$ cat src/hw/rtl/skp_pkg.sv
// ----------------------------------------------------------------------------
// skp_pkg
// Shared types and constants of the short/long key-press scanner.
// ----------------------------------------------------------------------------
package skp_pkg;

    // number of scanned keys, fixed by the key_levels field width
    localparam int NUM_KEYS  = 3;
    localparam int CNT_W     = 8;
    localparam int CODE_W    = 3;
    localparam int CFG_IDX_W = 4;

    // register defaults after reset
    localparam logic [CNT_W-1:0] DEBOUNCE_RESET = 8'd3;
    localparam logic [CNT_W-1:0] LONG_RESET     = 8'd30;

    // register indexes
    localparam logic [CFG_IDX_W-1:0] REG_DEBOUNCE = 4'd0;
    localparam logic [CFG_IDX_W-1:0] REG_LONG     = 4'd1;

    // button codes
    localparam logic [CODE_W-1:0] CODE_NOTHING = 3'd0;
    localparam logic [CODE_W-1:0] CODE_REPEAT  = 3'd7;

    // per-key status after this tick's scan
    typedef struct packed {
        logic short_pend;
        logic long_pend;
        logic event_hit;
    } skp_key_stat_t;

    // flag clears chosen by the code selector
    typedef struct packed {
        logic clr_short;
        logic clr_long;
    } skp_key_clr_t;

endpackage

$ cat src/hw/rtl/key_short_long_press_scanner_unit.sv
// ----------------------------------------------------------------------------
// key_short_long_press_scanner_unit
// Debounced short/long press scanner for active-low keys, one code per tick.
// ----------------------------------------------------------------------------
// path: tick accept to code valid through input reg, then result reg
// throughput: 1 tick per cycle unless m_tready stalls the output; key state
//   updates in one pass as the tick moves from input into result register
// reset: all key state and last code cleared, debounce 3, long 30,
//   both channel registers empty; configuration always ready
module key_short_long_press_scanner_unit (
    input  logic                            clk,
    input  logic                            rst_n,
    // tick input; s_tdata: [2:0] key_levels, [7:3] zero
    input  logic                            s_tvalid,
    output logic                            s_tready,
    input  logic [7:0]                      s_tdata,
    // code output; m_tdata: [2:0] button_code, [7:3] zero
    output logic                            m_tvalid,
    input  logic                            m_tready,
    output logic [7:0]                      m_tdata,
    // configuration write
    input  logic                            cfg_valid,
    output logic                            cfg_ready,
    input  logic [skp_pkg::CFG_IDX_W-1:0]   cfg_index,
    input  logic [skp_pkg::CNT_W-1:0]       cfg_data
);
    import skp_pkg::*;

    logic [CNT_W-1:0]    debounce_reg;
    logic [CNT_W-1:0]    long_reg;
    logic                in_valid_reg;
    logic [NUM_KEYS-1:0] in_levels_reg;
    logic                out_valid_reg;
    logic                out_free;
    logic                advance;
    logic [CODE_W-1:0]   last_code;
    skp_key_stat_t       stat [NUM_KEYS];
    skp_key_clr_t        clr  [NUM_KEYS];

    // handshake control
    assign out_free  = !out_valid_reg || m_tready;
    assign advance   = in_valid_reg && out_free;
    assign s_tready  = !in_valid_reg || out_free;
    assign cfg_ready = 1'b1;

    // configuration registers
    always_ff @(posedge clk or negedge rst_n)
    begin
        if (!rst_n)
        begin
            debounce_reg <= DEBOUNCE_RESET;
            long_reg     <= LONG_RESET;
        end
        else if (cfg_valid)
        begin
            case (cfg_index)
                REG_DEBOUNCE: debounce_reg <= cfg_data;
                REG_LONG:     long_reg     <= cfg_data;
                default:      ;
            endcase
        end
    end

    // input register
    always_ff @(posedge clk or negedge rst_n)
    begin
        if (!rst_n)
        begin
            in_valid_reg <= 1'b0;
        end
        else if (s_tready)
        begin
            in_valid_reg <= s_tvalid;
        end
    end

    always_ff @(posedge clk)
    begin
        if (s_tvalid && s_tready)
        begin
            in_levels_reg <= s_tdata[NUM_KEYS-1:0];
        end
    end

    // result valid
    always_ff @(posedge clk or negedge rst_n)
    begin
        if (!rst_n)
        begin
            out_valid_reg <= 1'b0;
        end
        else if (out_free)
        begin
            out_valid_reg <= in_valid_reg;
        end
    end

    // per-key trackers
    for (genvar k = 0; k < NUM_KEYS; k++)
    begin : g_key
        skp_key_cell u_key (
            .clk            (clk),
            .rst_n          (rst_n),
            .advance        (advance),
            .key_pressed    (!in_levels_reg[k]),
            .debounce_ticks (debounce_reg),
            .long_ticks     (long_reg),
            .clr            (clr[k]),
            .stat           (stat[k])
        );
    end

    // code selection, holds the result register
    skp_code_sel u_sel (
        .clk       (clk),
        .rst_n     (rst_n),
        .advance   (advance),
        .stat      (stat),
        .clr       (clr),
        .last_code (last_code)
    );

    assign m_tvalid = out_valid_reg;
    assign m_tdata  = {{(8 - CODE_W){1'b0}}, last_code};

endmodule

$ cat src/hw/rtl/skp_key_cell.sv
// ----------------------------------------------------------------------------
// skp_key_cell
// Debounce counter and short/long press tracking for one key.
// ----------------------------------------------------------------------------
module skp_key_cell (
    input  logic                         clk,
    input  logic                         rst_n,
    input  logic                         advance,
    input  logic                         key_pressed,
    input  logic [skp_pkg::CNT_W-1:0]    debounce_ticks,
    input  logic [skp_pkg::CNT_W-1:0]    long_ticks,
    input  skp_pkg::skp_key_clr_t        clr,
    output skp_pkg::skp_key_stat_t       stat
);
    import skp_pkg::*;

    logic [CNT_W-1:0] count_reg, count_next;
    logic             released_reg, released_next;
    logic             phase_reg, phase_next;
    logic             short_reg, short_new;
    logic             long_reg, long_new;
    logic             event_hit;
    logic [CNT_W-1:0] count_inc;

    // saturating increment
    assign count_inc = (count_reg == {CNT_W{1'b1}}) ? count_reg : count_reg + 1'b1;

    // per-tick press tracking
    always_comb
    begin
        count_next    = count_reg;
        released_next = released_reg;
        phase_next    = phase_reg;
        short_new     = short_reg;
        long_new      = long_reg;
        event_hit     = 1'b0;
        if (!key_pressed)
        begin
            released_next = 1'b1;
            count_next    = '0;
        end
        if (!phase_reg)
        begin
            if (key_pressed)
            begin
                count_next = count_inc;
                if ((count_inc > debounce_ticks) && released_reg)
                begin
                    released_next = 1'b0;
                    phase_next    = 1'b1;
                    short_new     = 1'b1;
                end
            end
        end
        else if (key_pressed)
        begin
            count_next = count_inc;
            if (count_inc >= long_ticks)
            begin
                long_new   = 1'b1;
                short_new  = 1'b0;
                count_next = '0;
                phase_next = 1'b0;
                event_hit  = 1'b1;
            end
        end
        else if (long_ticks != '0)
        begin
            // release before the long threshold: short press
            short_new  = 1'b1;
            phase_next = 1'b0;
            event_hit  = 1'b1;
        end
    end

    assign stat.short_pend = short_new;
    assign stat.long_pend  = long_new;
    assign stat.event_hit  = event_hit;

    // key state registers
    always_ff @(posedge clk or negedge rst_n)
    begin
        if (!rst_n)
        begin
            count_reg    <= '0;
            released_reg <= 1'b0;
            phase_reg    <= 1'b0;
            short_reg    <= 1'b0;
            long_reg     <= 1'b0;
        end
        else if (advance)
        begin
            count_reg    <= count_next;
            released_reg <= released_next;
            phase_reg    <= phase_next;
            short_reg    <= short_new & ~clr.clr_short;
            long_reg     <= long_new & ~clr.clr_long;
        end
    end

endmodule

$ cat src/hw/rtl/skp_code_sel.sv
// ----------------------------------------------------------------------------
// skp_code_sel
// Priority selection of the button code with repeat detection.
// ----------------------------------------------------------------------------
module skp_code_sel (
    input  logic                         clk,
    input  logic                         rst_n,
    input  logic                         advance,
    input  skp_pkg::skp_key_stat_t       stat [skp_pkg::NUM_KEYS],
    output skp_pkg::skp_key_clr_t        clr  [skp_pkg::NUM_KEYS],
    output logic [skp_pkg::CODE_W-1:0]   last_code
);
    import skp_pkg::*;

    logic [CODE_W-1:0] last_code_reg, last_code_next;
    logic [CODE_W-1:0] pick_code;
    logic              any_event;
    logic              found;

    // shorts first, then longs, lowest key first
    always_comb
    begin
        any_event = 1'b0;
        found     = 1'b0;
        pick_code = CODE_NOTHING;
        for (int k = 0; k < NUM_KEYS; k++)
        begin
            clr[k]    = '0;
            any_event = any_event | stat[k].event_hit;
        end
        for (int k = 0; k < NUM_KEYS; k++)
        begin
            if (!found && stat[k].short_pend)
            begin
                found            = 1'b1;
                clr[k].clr_short = any_event;
                pick_code        = CODE_W'(k + 1);
            end
        end
        for (int k = 0; k < NUM_KEYS; k++)
        begin
            if (!found && stat[k].long_pend)
            begin
                found           = 1'b1;
                clr[k].clr_long = any_event;
                pick_code       = CODE_W'(NUM_KEYS + k + 1);
            end
        end
    end

    // repeat detection
    always_comb
    begin
        last_code_next = last_code_reg;
        if (!any_event)
        begin
            last_code_next = CODE_NOTHING;
        end
        else if (found)
        begin
            if ((last_code_reg == pick_code) || (last_code_reg == CODE_REPEAT))
            begin
                last_code_next = CODE_REPEAT;
            end
            else
            begin
                last_code_next = pick_code;
            end
        end
    end

    always_ff @(posedge clk or negedge rst_n)
    begin
        if (!rst_n)
        begin
            last_code_reg <= CODE_NOTHING;
        end
        else if (advance)
        begin
            last_code_reg <= last_code_next;
        end
    end

    assign last_code = last_code_reg;

endmodule
$ cat config.mk
export PLATFORM = sky130hd
export DESIGN_NAME = key_short_long_press_scanner_unit
export DESIGN_NICKNAME = d
export VERILOG_FILES = /design/src/hw/rtl/skp_pkg.sv /design/src/hw/rtl/key_short_long_press_scanner_unit.sv /design/src/hw/rtl/skp_key_cell.sv /design/src/hw/rtl/skp_code_sel.sv
export SDC_FILE = /design/constraint.sdc
export NUM_CORES = 1
export LEC_CHECK = 0
export BUFFER_PORTS_ARGS = -buffer_cell sky130_fd_sc_hd__buf_2
export CORE_MARGIN = 3
export CORE_UTILIZATION = 55
export DETAILED_ROUTE_END_ITERATION = 10
export PLACE_DENSITY = 0.75
export RECOVER_POWER = 100
export SLEW_MARGIN = 20
export SYNTH_ARGS = -nofsm -noshare
export SYNTH_HDL_FRONTEND = slang
export SYNTH_SLANG_ARGS = --single-unit
$ cat constraint.sdc
create_clock -name clk -period 3.8 [get_ports clk]
set_input_delay 0.38 -clock clk [delete_from_list [all_inputs] [get_ports clk]]
set_output_delay 0.38 -clock clk [all_outputs]
set_load 0.05 [all_outputs]
==> impl_metrics.tcl, run 1 <==
set metrics [dict create \
    status "finished, violations left" \
    failed_checks "max-capacitance violations, max-slew violations" \
    yosysTopAreaCellShare_pct 28.6 \
    yosys-top-cells-area "sky130_fd_sc_hd__dfrtp_1 (29%), sky130_fd_sc_hd__ha_1 (14%), sky130_fd_sc_hd__dfstp_2 (3.5%)" \
    critPathArrivalTime_ns 3.87 \
    mostFrequentLayoutCell "sky130_fd_sc_hd__dfrtp_1" \
    ys_types 75 \
    slew_viol_final 58 \
    critical_path.top_delay_family "compound AO/OA/AOI/OAI gates" \
    slew_headroom_pct -107 \
    vias_per_cell 6.26 \
    regToRegStartpoint "g_key[2].u_key.count_reg[1]$_DFFE_PN0P_" \
    timing.fmax_ghz 0.276 \
    synth_area_mm2 0.00446 \
    layout-area-overhead-vs-synth_pct 16.9 \
    number_of_buffers_added_by_the_clock_tree_synthesis_step 9 \
    critPathMaxFanout 4 \
    worst_setup_path_start_kind "flop" \
    post_synth.cell_area_avg_um2 9.72 \
    clk_pin_slew_worst_paths_ns 0.07 \
    slowest_delay_ns 0.44 \
    share_of_synthesized_flip_flops_with_an_asynchronous_set_or_reset_pct 95.0 \
    finalCritPeriodShare_pct 95.5 \
    mostFrequentLayoutCells "sky130_fd_sc_hd__dfrtp_1 (51), sky130_fd_sc_hd__ha_1 (49), sky130_fd_sc_hd__nand2_1 (35)" \
    fin_worst_skew_ns 0.00911 \
    dp.cells 590 \
    path_buf_inv 0 \
    cellLeakagePower_nw 2.33 \
    syn-instance-count 459 \
    largest_register_ffs 24 \
    grt_usage_pct 24.3 \
    floorplan.die.height_um 96.1 \
    final-setup-viol-count 0 \
    io_buffers 24 \
    ctsLongestPathBuffers 2 \
    synth_enable_flop_cells 3 \
    worst_ir_drop_vdd_mv 0.378 \
    core_region_area_mm2 0.00781 \
    utilization_pct 66.8 \
    final-instance-count-excl-fill 616 \
    timing.critical_path.cells "ha_2 -> nand2_1 -> nor2_4 -> and3_2 -> nor2_4 -> nand3_1 -> xnor2_2 -> ha_1 -> nand3_1 -> o32ai_4 -> a2bb2oi_2 -> o311ai_4 -> a2111o_1 -> a21oi_2 -> a211oi_1 -> o311ai_1" \
    grt_first_pass_wirelength_um 17200 \
    gp_routability_congestion 0.874 \
    post-route-min-period_ns 3.63 \
    grt.overflow.total 0 \
    remaining_drc_errors 0 \
    ys_dominant_reg_cell "sky130_fd_sc_hd__dfrtp_1" \
    layout.nets 585 \
    insertedDiodeCount 0 \
    worst_ep_required_time_ns 4.04 \
    floorplan.io_pins 36 \
    grt_max_degree 58 \
    dieArea_mm2 0.00923 \
    detailedRoute.firstPassIterationCount 5 \
    initial_utilization_pct 57.1 \
    dr.first_iter.drc_count 255 \
    antenna_found_initial 0 \
    final_layout_size_suffix_gt1_share_pct 23.9 \
    ctsHtreeMaxLevel 3 \
    final_ant_viol_nets 0 \
    timing.setup.critical_path_class "flop to flop" \
    total_power_mw 2.99 \
    rows 32 \
    register_to_register_path_setup_slack_ns 0.17 \
    clockRootBuffer "sky130_fd_sc_hd__clkbuf_8" \
    post-dp-hpwl_um 7610 \
    clkLatencyLatePin_ns 0.34 \
    worst_hold_path_type "input pin to flop" \
    path_depth 16 \
    detail_routed_net_length_per_standard_cell_um 17.3 \
    post-place-ws_ns -0.0451 \
    clkSinkCount 60 \
    cap_viol_max_count 1 \
    syn_warnings 0 \
    fp.dieW_um 96.1 \
    vias 3854 \
    tightest_slew_ns 3.10 \
    synth.ff_latch_count 60 \
    timing_hold_violations_final 0 \
    powerDensity_mw_per_mm2 574 \
    cp-startpoint "g_key[2].u_key.count_reg[1]$_DFFE_PN0P_" \
    cts_tree "done" \
    postRouteWirelength_um 10700 \
    via_count_of_the_first_global_routing_pass 3646 \
    cp_slowest_cell "sky130_fd_sc_hd__a2111o_1" \
    synth.largest_area_cell "sky130_fd_sc_hd__dfrtp_1" \
    postCtsHoldBufs 0 \
    yosysSeqAreaShare_pct 34.2 \
    final.setup.worst_slack_ns 0.171 \
    r2r.worst_path.cells 16 \
    timing.rr.end "u_sel.last_code[2]$_DFFE_PN0P_" \
    setup.worst_path.end_class "flop" \
    setup_tns_ns 0 \
    crit_end "u_sel.last_code[2]$_DFFE_PN0P_" \
]
[through the flow]
step           cell area [um^2]  hold slack (ns)
2_1_floorplan              4480           0.0844
3_3_place_gp               4740            0.469
3_5_place_dp               4740            0.475
4_1_cts                    5010            0.191
5_1_grt                    5220            0.189
6_report                   5220            0.205
[logic make-up (layout without fill, tap and decap cells)]
kind of cell	after synthesis	after routing	synth area share, %
XOR/XNOR	9	9	1.77
AO/OA/AOI/OAI	150	150	26.0
buffers and inverters	43	94	5.02
other	2	6	0.168
flip-flops	60	60	34.2
multiplexers	12	12	3.03
adder cells (fa/ha/maj)	51	51	14.3
AND/OR/NAND/NOR	132	132	15.6
[worst register-to-register path: cells and delay by family (launching register included)]
kind / cells / cell delay (ns)
compound gates: 7 / 1.58
xor+xnor: 1 / 0.18
fa+ha+maj: 2 / 0.50
flops: 1 / 0.40
simple gates: 6 / 0.87
[Yosys cell counts (10+ instances only)]
cell,number
sky130_fd_sc_hd__a21oi_1,29
sky130_fd_sc_hd__a22o_1,13
sky130_fd_sc_hd__a31oi_1,10
sky130_fd_sc_hd__dfrtp_1,51
sky130_fd_sc_hd__ha_1,51
sky130_fd_sc_hd__inv_1,25
sky130_fd_sc_hd__mux2_2,12
sky130_fd_sc_hd__nand2_1,36
sky130_fd_sc_hd__nand3_1,25
sky130_fd_sc_hd__nand4_1,11
sky130_fd_sc_hd__nor2_1,19
sky130_fd_sc_hd__o21a_1,12
sky130_fd_sc_hd__o21ai_0,24
[repair_timing]
action | CTS | global route
setup buffers | 0 | 10
endpoints found under the setup margin | 2 | 7
cloned | 0 | 0
resized for setup | 5 | 26
pin swaps | 2 | 16
[metal layers]
| layer | part of all wire [%] | up-vias | wire [um] | GRT usage, % |
|---|---|---|---|---|
| li1 | - | 1849 | - | - |
| met1 | 43 | 1826 | 4620 | 32.1 |
| met2 | 48 | 145 | 5090 | 38.2 |
| met3 | 5.8 | 34 | 618 | 4.61 |
| met4 | 3.1 | 0 | 332 | 11.3 |
| met5 | 0 | - | 0 | 0 |
[how the worst min path moves through the flow]
stage	startpoint	cells after the start	slack [ns]	end
5_1_grt	s_tdata[1]	1	0.19	in_levels_reg[1]$_DFFE_PP_
4_1_cts	s_tdata[1]	1	0.19	in_levels_reg[1]$_DFFE_PP_
2_1_floorplan	rst_n	0	0.08	debounce_reg[2]$_DFFE_PN0P_
3_5_place_dp	g_key[0].u_key.short_reg$_DFFE_PN0P_	2	0.47	g_key[0].u_key.short_reg$_DFFE_PN0P_
3_3_place_gp	g_key[1].u_key.short_reg$_DFFE_PN0P_	2	0.47	g_key[1].u_key.short_reg$_DFFE_PN0P_
6_report	s_tdata[1]	1	0.20	in_levels_reg[1]$_DFFE_PP_
[area by class of cell]
| class | instances | area [um^2] |
|---|---|---|
| flip-flops and latches | 60 | 1520 |
| well taps | 102 | 128 |
| multi-input cells | 360 | 2920 |
| clock buffers | 12 | 155 |
| clock inverters | 4 | 72.6 |
| repair buffers | 53 | 324 |
| fillers | 611 | 2590 |
| inverters | 25 | 93.8 |
[where the power goes]
part / leakage, nW / switching (mW) / total, mW / internal, mW
Sequential: 0.745 / 0.142 / 0.921 / 0.779
Combinational: 1.47 / 0.821 / 1.41 / 0.591
Clock: 0.113 / 0.257 / 0.661 / 0.404
Total: 2.33 / 1.22 / 2.99 / 1.77
Note: power is estimated with default switching activity, not from simulation.
==> run 2, diff against run 1 <==
--- a/config.mk
+++ b/config.mk
@@ -7,9 +7,9 @@
 export LEC_CHECK = 0
 export BUFFER_PORTS_ARGS = -buffer_cell sky130_fd_sc_hd__buf_2
 export CORE_MARGIN = 3
-export CORE_UTILIZATION = 55
+export CORE_UTILIZATION = 65
 export DETAILED_ROUTE_END_ITERATION = 10
-export PLACE_DENSITY = 0.75
+export PLACE_DENSITY = 0.84
 export RECOVER_POWER = 100
 export SLEW_MARGIN = 20
 export SYNTH_ARGS = -nofsm -noshare
==> constraint.sdc (replaced) <==
create_clock -name clk -period 4.6 [get_ports clk]
set_input_delay 0.46 -clock clk [delete_from_list [all_inputs] [get_ports clk]]
set_output_delay 0.46 -clock clk [all_outputs]
set_load 0.05 [all_outputs]
==> run 2 against run 1 <==
Against the previous run:
- the flow still finishes with violations (max-capacitance violations, max-slew violations)
- critical path depth shrank 1
- setup slack improved by 0.31 ns
- clock power down 12%
- flip-flop and latch count did not move
- highest routed layer unchanged
- die area shrank 14%
- routed wire length decreased by 1.2%
- sequential power is 17% lower
- register-to-register slack better by 0.31 ns
- largest power group unchanged
==> impl_metrics.tcl, run 2 (same netlist as run 1, synthesis figures left out) <==
set metrics [dict create \
    status "finished, violations left" \
    failed_checks "max-capacitance violations, max-slew violations" \
    dieArea_mm2 0.00789 \
    rows 29 \
    setup.worst_path.end_class "flop" \
    cellLeakagePower_nw 2.15 \
    number_of_buffers_added_by_the_clock_tree_synthesis_step 9 \
    grt_first_pass_wirelength_um 17400 \
    worst_ir_drop_vdd_mv 0.288 \
    fp.dieW_um 88.8 \
    holdCritStartpoint "s_tdata[2]" \
    layout.nets 558 \
    final_ant_viol_nets 0 \
    floorplan.io_pins 36 \
    grt.overflow.total 0 \
    worst_ep_required_time_ns 4.83 \
    finalCritPeriodShare_pct 89.5 \
    postRouteWirelength_um 10500 \
    slew_viol_final 74 \
    setup_tns_ns 0 \
    timing.fmax_ghz 0.243 \
    vias_per_cell 6.65 \
    core_region_area_mm2 0.00649 \
    depth_of_the_worst_hold_timing_path 1 \
    antenna_found_initial 0 \
    critPathArrivalTime_ns 4.34 \
    critPathMaxFanout 8 \
    fin_worst_skew_ns 0.00957 \
    dr.first_iter.drc_count 291 \
    final-setup-viol-count 0 \
    timing.hold.ws_ns 0.279 \
    unrepaired_setup_endpoints_after_global_routing "no" \
    r2r.worst_path.cells 15 \
    met2_length_um 5010 \
    dp.cells 548 \
    cp-startpoint "g_key[0].u_key.count_reg[0]$_DFFE_PN0P_" \
    post-dp-hpwl_um 7580 \
    cts.repair.resized 0 \
    initial_utilization_pct 68.7 \
    postCtsHoldBufs 0 \
    regToRegStartpoint "g_key[0].u_key.count_reg[0]$_DFFE_PN0P_" \
    clk_pin_slew_worst_paths_ns 0.07 \
    mostFrequentLayoutCells "sky130_fd_sc_hd__ha_1 (51), sky130_fd_sc_hd__dfrtp_1 (51), sky130_fd_sc_hd__nand2_1 (36)" \
    timing.setup.critical_path_class "flop to flop" \
    ctsLongestPathBuffers 2 \
    detailroute.wirelength.met3_um 569 \
    ctsHtreeMaxLevel 3 \
    final_layout_size_suffix_gt1_share_pct 14.6 \
    utilization_pct 73.7 \
    clkSinkCount 60 \
    worst_setup_path_start_kind "flop" \
    floorplan.die.height_um 88.8 \
    vias 3751 \
    wl_met1_um 4590 \
    cts_setup_buffers 0 \
    timing_hold_violations_final 0 \
    tightest_slew_ns 3.08 \
    grt_usage_pct 28.9 \
    worst_hold_path_type "input pin to flop" \
    layout-area-overhead-vs-synth_pct 7.27 \
    cts_tree "done" \
    detailedRoute.firstPassIterationCount 5 \
    clockRootBuffer "sky130_fd_sc_hd__clkbuf_8" \
    largest_register_ffs 24 \
    grt_max_degree 58 \
    final-instance-count-excl-fill 564 \
    remaining_drc_errors 0 \
    clkLatencyLatePin_ns 0.35 \
    io_buffers 24 \
    via_count_of_the_first_global_routing_pass 3711 \
    top_layer "met4" \
    gp_routability_congestion 0.911 \
    insertedDiodeCount 0 \
    slew_headroom_pct -106 \
    powerDensity_mw_per_mm2 495 \
    cap_viol_max_count 2 \
    post-route-min-period_ns 4.12 \
    detail_routed_net_length_per_standard_cell_um 18.7 \
]
-- run 2: through the flow --
| step | setup WS, ns | cell area (um^2) | power, mW |
|---|---|---|---|
| 2_1_floorplan | 0.881 | 4480 | 1.58 |
| 3_3_place_gp | 0.664 | 4580 | 1.73 |
| 3_5_place_dp | 0.569 | 4580 | 1.79 |
| 4_1_cts | 0.553 | 4820 | 2.38 |
| 5_1_grt | 0.118 | 4780 | 2.51 |
| 6_report | 0.485 | 4780 | 2.37 |
-- run 2: cell type report --
cell class | count | area, um^2
Clock inverter | 7 | 115
Sequential cell | 60 | 1520
Clock buffer | 9 | 124
Timing Repair Buffer | 26 | 125
Multi-Input combinational cell | 360 | 2710
Fill cell | 461 | 1710
Inverter | 25 | 93.8
Tap cell | 77 | 96.3
-- run 2: critical path, stage by stage, from the launching register on --
cell and delay (ns):
sky130_fd_sc_hd__dfrtp_1 0.45, sky130_fd_sc_hd__ha_1 0.25, sky130_fd_sc_hd__and3_1 0.25, sky130_fd_sc_hd__nand3_1 0.28, sky130_fd_sc_hd__nand3_1 0.14, sky130_fd_sc_hd__xnor2_1 0.28, sky130_fd_sc_hd__ha_1 0.31, sky130_fd_sc_hd__a211o_1 0.29
sky130_fd_sc_hd__a21oi_1 0.21, sky130_fd_sc_hd__o31ai_4 0.15, sky130_fd_sc_hd__and3_4 0.22, sky130_fd_sc_hd__o311ai_2 0.37, sky130_fd_sc_hd__a21oi_1 0.23, sky130_fd_sc_hd__and4b_1 0.25, sky130_fd_sc_hd__a211oi_1 0.18, sky130_fd_sc_hd__o311ai_1 0.12
-- run 2: path summary, 6_finish.rpt --
kind                                                      endpoint  slack (ns)
max in group asynchronous  g_key[1].u_key.count_reg[2]$_DFFE_PN0P_        1.64
max                                 u_sel.last_code[2]$_DFFE_PN0P_        0.48
max reg2reg                         u_sel.last_code[2]$_DFFE_PN0P_        0.48
min reg2reg                   g_key[1].u_key.short_reg$_DFFE_PN0P_        0.48
min                                     in_levels_reg[2]$_DFFE_PP_        0.28
min in group asynchronous  g_key[1].u_key.count_reg[4]$_DFFE_PN0P_        1.22
-- run 2: layer usage --
metal | up-vias | GRT usage (%)
li1 | 1784 | -
met1 | 1806 | 37.6
met2 | 125 | 45.7
met3 | 36 | 4.75
met4 | 0 | 16.2
met5 | - | 0
-- run 2: power breakdown --
part           switching [mW]  internal, mW
logic                   0.617         0.402
clock network           0.227         0.358
registers               0.119         0.643
==> run 3, diff against run 2 <==
--- a/config.mk
+++ b/config.mk
@@ -6,6 +6,7 @@
 export NUM_CORES = 1
 export LEC_CHECK = 0
 export BUFFER_PORTS_ARGS = -buffer_cell sky130_fd_sc_hd__buf_2
+export CORE_ASPECT_RATIO = 0.9
 export CORE_MARGIN = 3
 export CORE_UTILIZATION = 65
 export DETAILED_ROUTE_END_ITERATION = 10
==> run 3 against run 2 <==
Against the previous run:
- the run still ends with max-capacitance violations, max-slew violations left
- clock-buffer cell count up 6
- via count up 0.85%
- non-clock buffer count unchanged
- maximum frequency down 1.6%
- register-to-register slack worse by 0.07 ns
- first-iteration DRC count up 8.9%
- critical endpoint unchanged
==> impl_metrics.tcl, run 3 (same netlist as run 1, synthesis figures left out) <==
set metrics [dict create \
    layout.filler_cells 455 \
    layout.nets 558 \
    postCtsHoldBufs 0 \
    unrepaired_setup_endpoints_after_global_routing "no" \
    ctsLongestPathBuffers 2 \
    slew_viol_final 50 \
    detailedRoute.firstPassIterationCount 5 \
    path_buf_inv 0 \
    ctsHtreeMaxLevel 3 \
    mostFrequentLayoutCells "sky130_fd_sc_hd__ha_1 (51), sky130_fd_sc_hd__dfrtp_1 (51), sky130_fd_sc_hd__nand2_1 (36)" \
    cellLeakagePower_nw 2.14 \
    tightest_slew_ns 1.86 \
    finalCritPeriodShare_pct 90.9 \
    largest_register_ffs 24 \
    setup_tns_ns 0 \
    worst_ir_drop_vdd_mv 0.337 \
    worst_ep_required_time_ns 4.82 \
    dieArea_mm2 0.00789 \
    powerDensity_mw_per_mm2 480 \
    gp_routability_congestion 0.913 \
    vias 3783 \
    dpl-instance-area_mm2 0.00460 \
    worst_hold_path_type "input pin to flop" \
    clkSinkCount 60 \
    post-route-min-period_ns 4.18 \
    dr.first_iter.drc_count 317 \
    setup.worst_path.end_class "flop" \
    clockRootBuffer "sky130_fd_sc_hd__clkbuf_8" \
    postRouteWirelength_um 10700 \
    slew_headroom_pct -23.9 \
    insertedDiodeCount 0 \
    timing.fmax_ghz 0.239 \
    fp.dieW_um 93.3 \
    grt.overflow.total 0 \
    rows 27 \
    worst_setup_path_start_kind "flop" \
    grt_usage_pct 28.3 \
    post-dp-hpwl_um 7740 \
    timing.critical_path.cells "ha_1 -> and3_1 -> nand3_1 -> nand3_1 -> xnor2_1 -> ha_1 -> a211o_1 -> a21oi_1 -> o31ai_4 -> and3_4 -> o311ai_2 -> a21oi_2 -> and4b_1 -> a211oi_1 -> o311ai_1" \
    fin_worst_skew_ns 0.00800 \
    io_buffers 24 \
    final_layout_size_suffix_gt1_share_pct 14.4 \
    failed_checks "max-capacitance violations, max-slew violations" \
    slowest_delay_ns 0.44 \
    status "finished, violations left" \
    critPathArrivalTime_ns 4.40 \
    vias_per_cell 6.59 \
    detail_routed_net_length_per_standard_cell_um 18.6 \
    critPathMaxFanout 8 \
    cp_slowest_cell "sky130_fd_sc_hd__dfrtp_1" \
    critical_path.top_delay_family "compound AO/OA/AOI/OAI gates" \
    floorplan.io_pins 36 \
    grt_first_pass_wirelength_um 17800 \
    cap_viol_max_count 2 \
    cts.repair.resized 0 \
    clkLatencyLatePin_ns 0.35 \
    number_of_buffers_added_by_the_clock_tree_synthesis_step 9 \
    final_ant_viol_nets 0 \
    grt_max_degree 42 \
    layout-area-overhead-vs-synth_pct 7.01 \
    via_count_of_the_first_global_routing_pass 3768 \
    initial_utilization_pct 69.9 \
    core_region_area_mm2 0.00638 \
    antenna_found_initial 0 \
    timing.setup.critical_path_class "flop to flop" \
    clk_pin_slew_worst_paths_ns 0.07 \
    fin_area_mm2 0.00477 \
    remaining_drc_errors 0 \
    cts_setup_buffers 0 \
    final-setup-viol-count 0 \
    cts_tree "done" \
    register_to_register_path_setup_slack_ns 0.42 \
    total_power_mw 2.29 \
    timing_hold_violations_final 0 \
    floorplan.die.height_um 84.6 \
]
## run 3: path summary, 6_finish.rpt
path                                                         start                                       to  cells after the start
max in group asynchronous                                    rst_n                 in_valid_reg$_DFFE_PN0N_                      2
max reg2reg                g_key[0].u_key.count_reg[0]$_DFFE_PN0P_           u_sel.last_code[2]$_DFFE_PN0P_                     15
min reg2reg                   g_key[1].u_key.short_reg$_DFFE_PN0P_     g_key[1].u_key.short_reg$_DFFE_PN0P_                      2
min in group asynchronous                                    rst_n  g_key[1].u_key.count_reg[6]$_DFFE_PN0P_                      1
min                                                     s_tdata[2]               in_levels_reg[2]$_DFFE_PP_                      1
max                        g_key[0].u_key.count_reg[0]$_DFFE_PN0P_           u_sel.last_code[2]$_DFFE_PN0P_                     15
## run 3: through the flow
stage,hold slack (ns),setup slack (ns),utilization (%),instances
after floorplan,0.164,0.881,-,463
after CTS,0.115,0.422,75.2,574
after global routing,0.282,0.0792,74.8,574
after detailed placement,0.477,0.473,72.0,558
final,0.282,0.419,74.8,574
after global placement,0.459,0.640,72.0,558
## run 3: area by class of cell
class	instances	area (um^2)	area share, %
clock buffer	15	176	3.70
tap	87	109	2.28
sequential	60	1520	31.9
multi-input combinational	360	2720	56.9
timing repair buffer	26	124	2.60
clock inverter	1	30.0	0.629
inverter	25	93.8	1.97
## run 3: power by group
group	switching (mW)	internal (mW)	total, mW
Combinational	0.616	0.405	1.02
Clock	0.212	0.296	0.507
Sequential	0.122	0.643	0.765
Total	0.950	1.34	2.29
## run 3: metal layers
metal	part of all wire [%]	wire length, um	global-route usage [%]	up-vias
li1	-	-	-	1783
met1	43	4640	37.5	1816
met2	47	5050	44.8	145
met3	5.7	606	5.73	39
met4	3.7	394	12.5	0
met5	0	0	0	-
